## config.mk

```make
export PLATFORM = sky130hd
export DESIGN_NAME = lru_replacement_tracker
export DESIGN_NICKNAME = d
export VERILOG_FILES = /design/src/hw/rtl/lrt_pkg.sv /design/src/hw/rtl/lrt_table.sv /design/src/hw/rtl/lru_replacement_tracker.sv
export SDC_FILE = /design/constraint.sdc
export NUM_CORES = 2
export LEC_CHECK = 0
export ABC_AREA = 1
export BUFFER_PORTS_ARGS = -buffer_cell sky130_fd_sc_hd__buf_4
export CORE_AREA = 2 2 342 344
export CTS_CLUSTER_SIZE = 25
export DETAILED_ROUTE_END_ITERATION = 12
export DIE_AREA = 0 0 344 346
export MAX_ROUTING_LAYER = met4
export PLACE_DENSITY_LB_ADDON = 0.3
export SLEW_MARGIN = 20
export SYNTH_ARGS = -nofsm -noshare
export SYNTH_HDL_FRONTEND = slang
export SYNTH_SLANG_ARGS = --single-unit
```

## constraint.sdc

```tcl
create_clock -name clk -period 19.3 [get_ports clk]
set_input_delay 0 -clock clk [delete_from_list [all_inputs] [get_ports clk]]
set_output_delay 0 -clock clk [all_outputs]
set_load 0.03 [all_outputs]
```

## src/hw/rtl/lrt_pkg.sv

```systemverilog
// ----------------------------------------------------------------------------
// lrt_pkg
// Shared types and constants of the lru replacement tracker.
// ----------------------------------------------------------------------------
package lrt_pkg;

  localparam int ENTRIES_DEF  = 16;
  localparam int KEY_BITS_DEF = 32;
  localparam int KEY_W        = 32;
  localparam int STATUS_W     = 2;

  typedef enum logic [1:0] {
    OP_ADD    = 2'd0,
    OP_ACCESS = 2'd1,
    OP_REMOVE = 2'd2,
    OP_NOP    = 2'd3
  } opcode_t;

  localparam logic [STATUS_W-1:0] STATUS_OK        = 2'd0;
  localparam logic [STATUS_W-1:0] STATUS_NOT_FOUND = 2'd1;
  localparam logic [STATUS_W-1:0] STATUS_FULL      = 2'd2;

  typedef struct packed {
    opcode_t          opcode;
    logic [KEY_W-1:0] key;
  } req_t;

  typedef struct packed {
    logic [STATUS_W-1:0] status;
    logic [KEY_W-1:0]    victim_key;
    logic                victim_valid;
  } res_t;

endpackage

```

## src/hw/rtl/lrt_table.sv

```systemverilog
// ----------------------------------------------------------------------------
// lrt_table
// Key table with per-entry recency rank, updated once per transaction.
// ----------------------------------------------------------------------------
module lrt_table #(
  parameter int ENTRIES  = lrt_pkg::ENTRIES_DEF,
  parameter int KEY_BITS = lrt_pkg::KEY_BITS_DEF
) (
  input  logic          clk,
  input  logic          rst,
  input  logic          do_op,
  input  lrt_pkg::req_t req,
  output lrt_pkg::res_t res
);

  localparam int KeyW = lrt_pkg::KEY_W;
  localparam int KW   = (KEY_BITS < KeyW) ? KEY_BITS : KeyW;
  localparam int AW   = (ENTRIES > 1) ? $clog2(ENTRIES) : 1;
  localparam int CW   = $clog2(ENTRIES + 1);

  logic [KW-1:0]      keys [ENTRIES];
  logic [ENTRIES-1:0] valid;
  logic [AW-1:0]      age [ENTRIES];
  logic [CW-1:0]      count;

  logic [KW-1:0]      keys_next [ENTRIES];
  logic [ENTRIES-1:0] valid_next;
  logic [AW-1:0]      age_next [ENTRIES];
  logic [CW-1:0]      count_next;

  logic [KW-1:0]      kin;
  logic [ENTRIES-1:0] hit;
  logic               hit_any;
  logic [AW-1:0]      hit_age;
  logic [ENTRIES-1:0] free_oh;
  logic               full;
  logic               touch;
  logic               insert;
  logic               drop;
  logic [lrt_pkg::STATUS_W-1:0] status;
  logic [AW-1:0]      last;
  logic [KW-1:0]      vkey;

  assign kin     = req.key[KW-1:0];
  assign free_oh = ~valid & (valid + 1'b1);
  assign full    = &valid;
  assign hit_any = |hit;

  always_comb begin
    hit_age = '0;
    for (int i = 0; i < ENTRIES; i++) begin
      hit[i] = valid[i] && (keys[i] == kin);
      if (hit[i]) begin
        hit_age = hit_age | age[i];
      end
    end
  end

  always_comb begin
    status = lrt_pkg::STATUS_OK;
    touch  = 1'b0;
    insert = 1'b0;
    drop   = 1'b0;
    case (req.opcode)
      lrt_pkg::OP_ADD: begin
        if (hit_any) begin
          touch = 1'b1;
        end else if (full) begin
          status = lrt_pkg::STATUS_FULL;
        end else begin
          insert = 1'b1;
        end
      end
      lrt_pkg::OP_ACCESS: begin
        if (hit_any) begin
          touch = 1'b1;
        end else begin
          status = lrt_pkg::STATUS_NOT_FOUND;
        end
      end
      lrt_pkg::OP_REMOVE: begin
        if (hit_any) begin
          drop = 1'b1;
        end else begin
          status = lrt_pkg::STATUS_NOT_FOUND;
        end
      end
      default: begin
        status = lrt_pkg::STATUS_NOT_FOUND;
      end
    endcase
  end

  always_comb begin
    valid_next = valid;
    count_next = count;
    for (int i = 0; i < ENTRIES; i++) begin
      keys_next[i] = keys[i];
      age_next[i]  = age[i];
      if (touch) begin
        if (hit[i]) begin
          age_next[i] = '0;
        end else if (valid[i] && (age[i] < hit_age)) begin
          age_next[i] = age[i] + 1'b1;
        end
      end
      if (insert) begin
        if (valid[i]) begin
          age_next[i] = age[i] + 1'b1;
        end else if (free_oh[i]) begin
          valid_next[i] = 1'b1;
          keys_next[i]  = kin;
          age_next[i]   = '0;
        end
      end
      if (drop) begin
        if (hit[i]) begin
          valid_next[i] = 1'b0;
          age_next[i]   = '0;
        end else if (valid[i] && (age[i] > hit_age)) begin
          age_next[i] = age[i] - 1'b1;
        end
      end
    end
    if (insert) begin
      count_next = count + 1'b1;
    end else if (drop) begin
      count_next = count - 1'b1;
    end
  end

  // least recent entry holds the highest rank, count - 1
  always_comb begin
    last = AW'(count_next - 1'b1);
    vkey = '0;
    for (int i = 0; i < ENTRIES; i++) begin
      if (valid_next[i] && (age_next[i] == last)) begin
        vkey = vkey | keys_next[i];
      end
    end
    res.status       = status;
    res.victim_key   = KeyW'(vkey);
    res.victim_valid = (count_next != '0);
  end

  always_ff @(posedge clk) begin
    if (rst) begin
      valid <= '0;
      count <= '0;
      for (int i = 0; i < ENTRIES; i++) begin
        age[i] <= '0;
      end
    end else if (do_op) begin
      valid <= valid_next;
      count <= count_next;
      for (int i = 0; i < ENTRIES; i++) begin
        age[i] <= age_next[i];
      end
    end
  end

  always_ff @(posedge clk) begin
    if (do_op) begin
      for (int i = 0; i < ENTRIES; i++) begin
        keys[i] <= keys_next[i];
      end
    end
  end

  a_count_matches: assert property (@(posedge clk) disable iff (rst)
    count == CW'($countones(valid)))
    else $error("entry count out of step with valid bits");

  a_keys_distinct: assert property (@(posedge clk) disable iff (rst)
    $onehot0(hit))
    else $error("key present in more than one entry");

  a_full_drop: assert property (@(posedge clk) disable iff (rst)
    do_op && (req.opcode == lrt_pkg::OP_ADD) && !hit_any && full |=> $stable(valid))
    else $error("dropped add changed the table");

  a_touch_keeps_set: assert property (@(posedge clk) disable iff (rst)
    do_op && touch |=> $stable(valid) && $stable(count))
    else $error("refresh changed the set of entries");

endmodule

```

## src/hw/rtl/lru_replacement_tracker.sv

```systemverilog
// ----------------------------------------------------------------------------
// lru_replacement_tracker
// Recency tracker for up to ENTRIES keys with eviction candidate output.
// ----------------------------------------------------------------------------
// input channel: in_valid / in_ready, carrying opcode (add, access, remove)
// and key. output channel: out_valid / out_ready, carrying status,
// victim_key and victim_valid, one result per input transaction.
// a transaction is captured in an input register, the table update and the
// search for the least recent key then run into the result register once
// that register can advance (out_valid low or out_ready high).
// throughput is one transaction per cycle while out_ready stays high; the
// rank compare and update over all entries is combinational.
// when out_ready is low the result register holds, the input register still
// takes one more transaction, then in_ready drops until the result is taken.
// reset (rst, synchronous) empties the table and both registers; no
// clearing pass is needed, the first transaction may follow at once.
// ----------------------------------------------------------------------------
module lru_replacement_tracker #(
  parameter int ENTRIES  = lrt_pkg::ENTRIES_DEF,
  parameter int KEY_BITS = lrt_pkg::KEY_BITS_DEF
) (
  input  logic                           clk,
  input  logic                           rst,
  input  logic                           in_valid,
  output logic                           in_ready,
  input  logic [1:0]                     opcode,
  input  logic [lrt_pkg::KEY_W-1:0]      key,
  output logic                           out_valid,
  input  logic                           out_ready,
  output logic [lrt_pkg::STATUS_W-1:0]   status,
  output logic [lrt_pkg::KEY_W-1:0]      victim_key,
  output logic                           victim_valid
);

  logic          req_valid;
  lrt_pkg::req_t req;
  lrt_pkg::res_t res;
  lrt_pkg::res_t res_q;
  logic          adv;
  logic          do_op;

  assign adv      = !out_valid || out_ready;
  assign in_ready = !req_valid || adv;
  assign do_op    = req_valid && adv;

  lrt_table #(
    .ENTRIES  (ENTRIES),
    .KEY_BITS (KEY_BITS)
  ) u_table (
    .clk   (clk),
    .rst   (rst),
    .do_op (do_op),
    .req   (req),
    .res   (res)
  );

  always_ff @(posedge clk) begin
    if (rst) begin
      req_valid <= 1'b0;
      out_valid <= 1'b0;
    end else begin
      if (in_ready) begin
        req_valid <= in_valid;
      end
      if (adv) begin
        out_valid <= req_valid;
      end
    end
  end

  always_ff @(posedge clk) begin
    if (in_valid && in_ready) begin
      req.opcode <= lrt_pkg::opcode_t'(opcode);
      req.key    <= key;
    end
    if (do_op) begin
      res_q <= res;
    end
  end

  assign status       = res_q.status;
  assign victim_key   = res_q.victim_key;
  assign victim_valid = res_q.victim_valid;

endmodule

```

=== Word level (Yosys, flattened, before mapping) ===
Memories as Yosys holds them, arrays and structs flattened.
Cells that the tools add are included.

* Register bits: 92
* Bits in writable memories: 576
* Bits of input ports: 38
* Output and inout bits: 37
* Word-level logic and storage cells: 575
* Memories: 2

* Add/sub/neg operators: 36
* Magnitude comparators: 32
* Eq/ne operators: 34
* Multiplexer cells: 338
* Bitwise gates (word level): 48
* Reductions and logical operators: 76

{| class="wikitable"
|+ Memory list
! name !! depth !! width !! rd ports !! clocked after Yosys merged registers in !! write ports !! RTL line !! source
|-
| u_table.keys || 16 || 32 || 16 || 0 || 16 || lrt_table.sv:21 || <nowiki>logic [KW-1:0] keys [ENTRIES];</nowiki>
|-
| u_table.age || 16 || 4 || 16 || 0 || 16 || lrt_table.sv:23 || <nowiki>logic [AW-1:0] age [ENTRIES];</nowiki>
|}

{| class="wikitable"
|+ Operators by type and width
! operator !! number
|-
| $mux 32 || 64
|-
| $mux 4 || 176
|-
| $eq 32x32->1 || 16
|-
| $or 32x32->32 || 15
|-
| $mux 1 || 93
|-
| $sub 4x1->4 const B || 17
|-
| $logic_and 1x1->1 || 66
|-
| $add 4x1->4 const B || 16
|-
| $eq 4x4->1 || 16
|-
| $gt 4x4->1 || 16
|-
| $lt 4x4->1 || 16
|-
| $or 4x4->4 || 15
|-
| $add 16x1->16 const B || 1
|-
| $and 16x16->16 || 1
|-
| $not 16->16 || 1
|-
| $or 1x1->1 || 16
|-
| $reduce_and 16->1 || 1
|-
| $reduce_or 16->1 || 1
|-
| $mux 5 || 2
|-
| $add 5x1->5 const B || 1
|-
| $reduce_bool 5->1 || 1
|-
| $sub 5x1->5 const B || 1
|-
| $mux 2 || 2
|-
| $pmux 2 s2 || 1
|-
| 6 further kinds || 9
|}

=== Longest topological paths before layout ===
An unclocked memory read counts as a cell.

* Depth in word-level cells: 78
* Depth in mapped cells: 38
* Depth with buffers taken out: 35

=== Modules after synthesis ===
Synthesis repeated with hierarchy kept, for this count alone.

* Cell total of the unflattened synthesis: 7531
* Area total of the unflattened synthesis: 51525.7 µm²

{| class="wikitable"
|+ By module, submodules not included
! module !! instances !! cells each !! area an instance (µm²) !! sequential area each (µm²)
|-
| lrt_table || 1 || 7450 || 49362.3 || 17717.0
|-
| lru_replacement_tracker || 1 || 81 || 2163.3 || 2112.0
|}

=== Least setup slack after synthesis ===
OpenSTA, ideal clock, no wires.

* Path kind: register to register
* Start: register out_valid
* End: memory u_table.age[0][0] in the netlist's numbering, enable pin
* Setup time: 0.454 ns
* Data arrival time: 14.380 ns
* Required time: 18.846 ns
* Path slack: 4.466 ns
* Cell stages (with the launch flop): 6
* Path buffers: 1
* Clock period less this slack: 14.834 ns
* Path through: dfxtp_1 > nand2_1 > nand2_1 > inv_1 > or2_2 > clkbuf_1

{| class="wikitable"
|+ RTL lines
! what !! RTL line !! source
|-
| from (decl) || lru_replacement_tracker.sv:28 || <nowiki>output logic out_valid,</nowiki>
|-
| from (signal assigned) || lru_replacement_tracker.sv:66 || <nowiki>out_valid <= req_valid;</nowiki>
|-
| to (decl) || lrt_table.sv:23 ||
|}

==> impl_results.md <==
* Tmin final at 9.59 ns
* Final setup vio count at 0
* Placed instance count at 8919
* RePlAce Congestion at 1.09
* Top cells by count, synth: 2554 x nand2_1, 846 x nor2_1, 753 x o21ai_0, 732 x inv_1, 645 x edfxtp_1
* Fin nets at 7666
* Starting Density at 44.7%
* P per Cell Area at 73.8 nW/um^2
* Layout cells sized above 1 at 6.38%
* Final worst path period share at 49.7%
* Synth top area cells: edfxtp_1 38%, nand2_1 19%, o21ai_0 7.3%
* Top fanout value on the critical path at 29
* WL final at 286000 um
* CP arrival at 10.15 ns
* Ys async rst share at 0%
* CP startpoint: req[7]
* Drt wl/cell at 31.3 um
* CTS root buf: clkbuf_16
* Adder-Cell Fraction of Synth Area at 2.52%
* Synth top area share at 37.5%
* P_leak at 0.0264 uW
* Startpoint types: register
* Post-Layout Cell Count at 9131
* First-pass GRT wire length at 392000 um
* Net Count, Synth at 7709
* HP Class: in -> reg
* Mux contribution to synthesized area at 0%
* CTS tree: yes
* Fmax at 0.104 GHz
* Critical Path End Type: register
* Mapped Avg Cell Area at 6.82 um^2
* Largest net degree at the start of global routing at 82
* Worst-skew pair later-pin latency at 0.71 ns
* Dpl hpwl at 203000 um
* Setup tns final at 0 ns
* Number of post-CTS setup repair buffers at 0
* Max cap viols at 0
* Post-synth EDFFs at 645
* H-tree levels at 3
* DR DRC count at 0
* Status: completed
* Vias per inst at 6.23
* Initial antenna violation count at 19
* Critical path required time at 19.86 ns
* Slowest stage delay, CP at 0.96 ns
* Die H at 346 um
* Top-count cell post-synth: nand2_1
* FF-to-FF setup slack at 9.71 ns
* Seq/Total Area, Yosys at 38.4%
* Final Skew at 0.0276 ns
* Synth Area in XOR/XNOR at 3.56%
* Synth Area in Compound Gates at 9.67%
* RSZ-0062 raised after global routing: false
* Post-Syn Area at 51600 um^2
* Post-DRT Antenna Nets at 0
* WS Path Type: reg -> reg
* Core region area at 115000 um^2
* Critical-path top delay cell: a21oi_1
* Critical R2R Launch: req[7]
* Yosys cell types at 52
* Area growth from synthesis to layout at 9.63%
* Vias post-DR at 56889
* Fill count at 11866
* Max-slew headroom at 15.5%
* Clk sinks at 668
* Tot GR Track Use at 48.1%
* Register bit total from synthesis at 668
* CTS max path bufs at 3
* Grt total ovfl at 0
* Pre-CTS WS at 10.45 ns
* IO Count at 75
* Post_cts resized at 0
* Vias in the first global route at 51597
* Pins Over Slew Limit at 0
* Synth area leader: edfxtp_1
* Worst setup margin at 9.71 ns
* Ys flop type: edfxtp_1
* Number of CTS-inserted buffers at 86
* Main combinational cell family by area after synthesis: simple AND/OR/NAND/NOR gates
* CP most frequent cell: nand2_1
* Simple-gate share of the synthesized area at 36.7%
* Gate count of the mapped netlist at 7567
* Reg clk slew, reported paths at 0.06 ns
* Worst slew pin tran at 1.25 ns
* Number of hold buffers added after cts at 41
* Yosys Warn Count at 0
* HP Start: key[23]
* Die X at 344 um
* First-pass detailed-route iteration total at 7
* Die area at 119000 um^2
* Placement row count at 125
* Peak VDD IR at 0.0683 mV
* Buffers added on ports at 74
* Hold Violations, Final at 0
* DRT iter0 DRCs at 10265
## path summary, 6_finish.rpt
kind,to,cells past startpoint
worst min-delay path,req[23],2
worst max register to register,victim_key[30],30
worst max-delay path,victim_key[30],30
worst min register to register,u_table.count[4],2
## report_power, final
| part | internal, uW | switching, uW | total (uW) |
|---|---|---|---|
| clock | 927 | 724 | 1650 |
| sequential | 1670 | 68.5 | 1740 |
| combinational | 182 | 605 | 786 |
| total | 2780 | 1400 | 4180 |
## worst max-delay path, delay by kind of cell (launching register included)
kind / cells / cell delay [ns]
AND/OR/NAND/NOR: 20 / 5.22
buffers and inverters: 6 / 2.04
AO/OA/AOI/OAI: 3 / 1.49
flip-flops: 1 / 0.36
adder cells (fa/ha/maj): 1 / 0.22
## cell families (layout without fill, tap and decap cells)
logic type               after synthesis  after routing
adder cells (fa/ha/maj)              104            104
flip-flops                           668            668
AND/OR/NAND/NOR                     4478           4478
XOR/XNOR                             209            209
buffers and inverters               1159           1184
other                                  0             15
AO/OA/AOI/OAI                        949            949
## sequential cells by signal, summed over array words and instances (netlist names)
name	flops
out_valid	1
req	34
req_valid	1
status	2
u_table.age	64
u_table.count	5
u_table.keys	512
u_table.valid	16
victim_key	32
victim_valid	1
## cell type report
type | count | area, um^2 | share of cell area [%]
timing repair buffer | 259 | 2050 | 3.62
multi-input combinational | 5740 | 27200 | 48.0
clock buffer | 113 | 2370 | 4.18
clock inverter | 43 | 360 | 0.636
tap | 1524 | 1910 | 3.37
inverter | 769 | 2890 | 5.11
antenna | 15 | 37.5 | 0.0663
sequential | 668 | 19800 | 35.0
## metal layers
metal / share of wire (%) / global-route usage (%) / vias to the layer above
li1: - / - / 24886
met1: 36 / 58.9 / 26387
met2: 40 / 65.6 / 4581
met3: 14 / 15.1 / 1035
met4: 9.3 / 36.2 / 0
met5: 0 / - / -
## metrics by stage
stage          hold slack, ns  utilization [%]  instance area [um^2]  total power, uW
2_1_floorplan          0.0989                -                 51600             2210
3_3_place_gp            0.178             46.3                 53400             2500
3_5_place_dp            0.179             46.3                 53400             2500
4_1_cts               0.00372             49.0                 56600             4120
5_1_grt                0.0364             49.0                 56600             4250
6_report               0.0203             49.1                 56600             4180
## cells in the final DEF, fill, tap and decap left out, types with 9 or more instances in the layout
cell	count
nand2_1	2542
nor2_1	841
o21ai_0	753
inv_1	727
edfxtp_1	645
nand3_1	534
nand4_1	372
buf_4	218
xnor2_1	131
ha_1	104
clkbuf_16	89
xor2_1	77
a21oi_1	57
o22ai_1	53
dlygate4sd3_1	41
inv_2	37
o21ai_1	25
nand2_2	25
o211ai_1	24
nor3_1	23
nor2_2	23
dfxtp_1	23
nand3b_1	21
or2_2	20
clkinv_1	19
clkbuf_1	19
nand3_2	18
diode_2	15
clkinv_2	15
o21bai_1	13
and2_1	10
or2_1	9
nor4_1	9
Note: power is estimated with default switching activity, not from simulation.
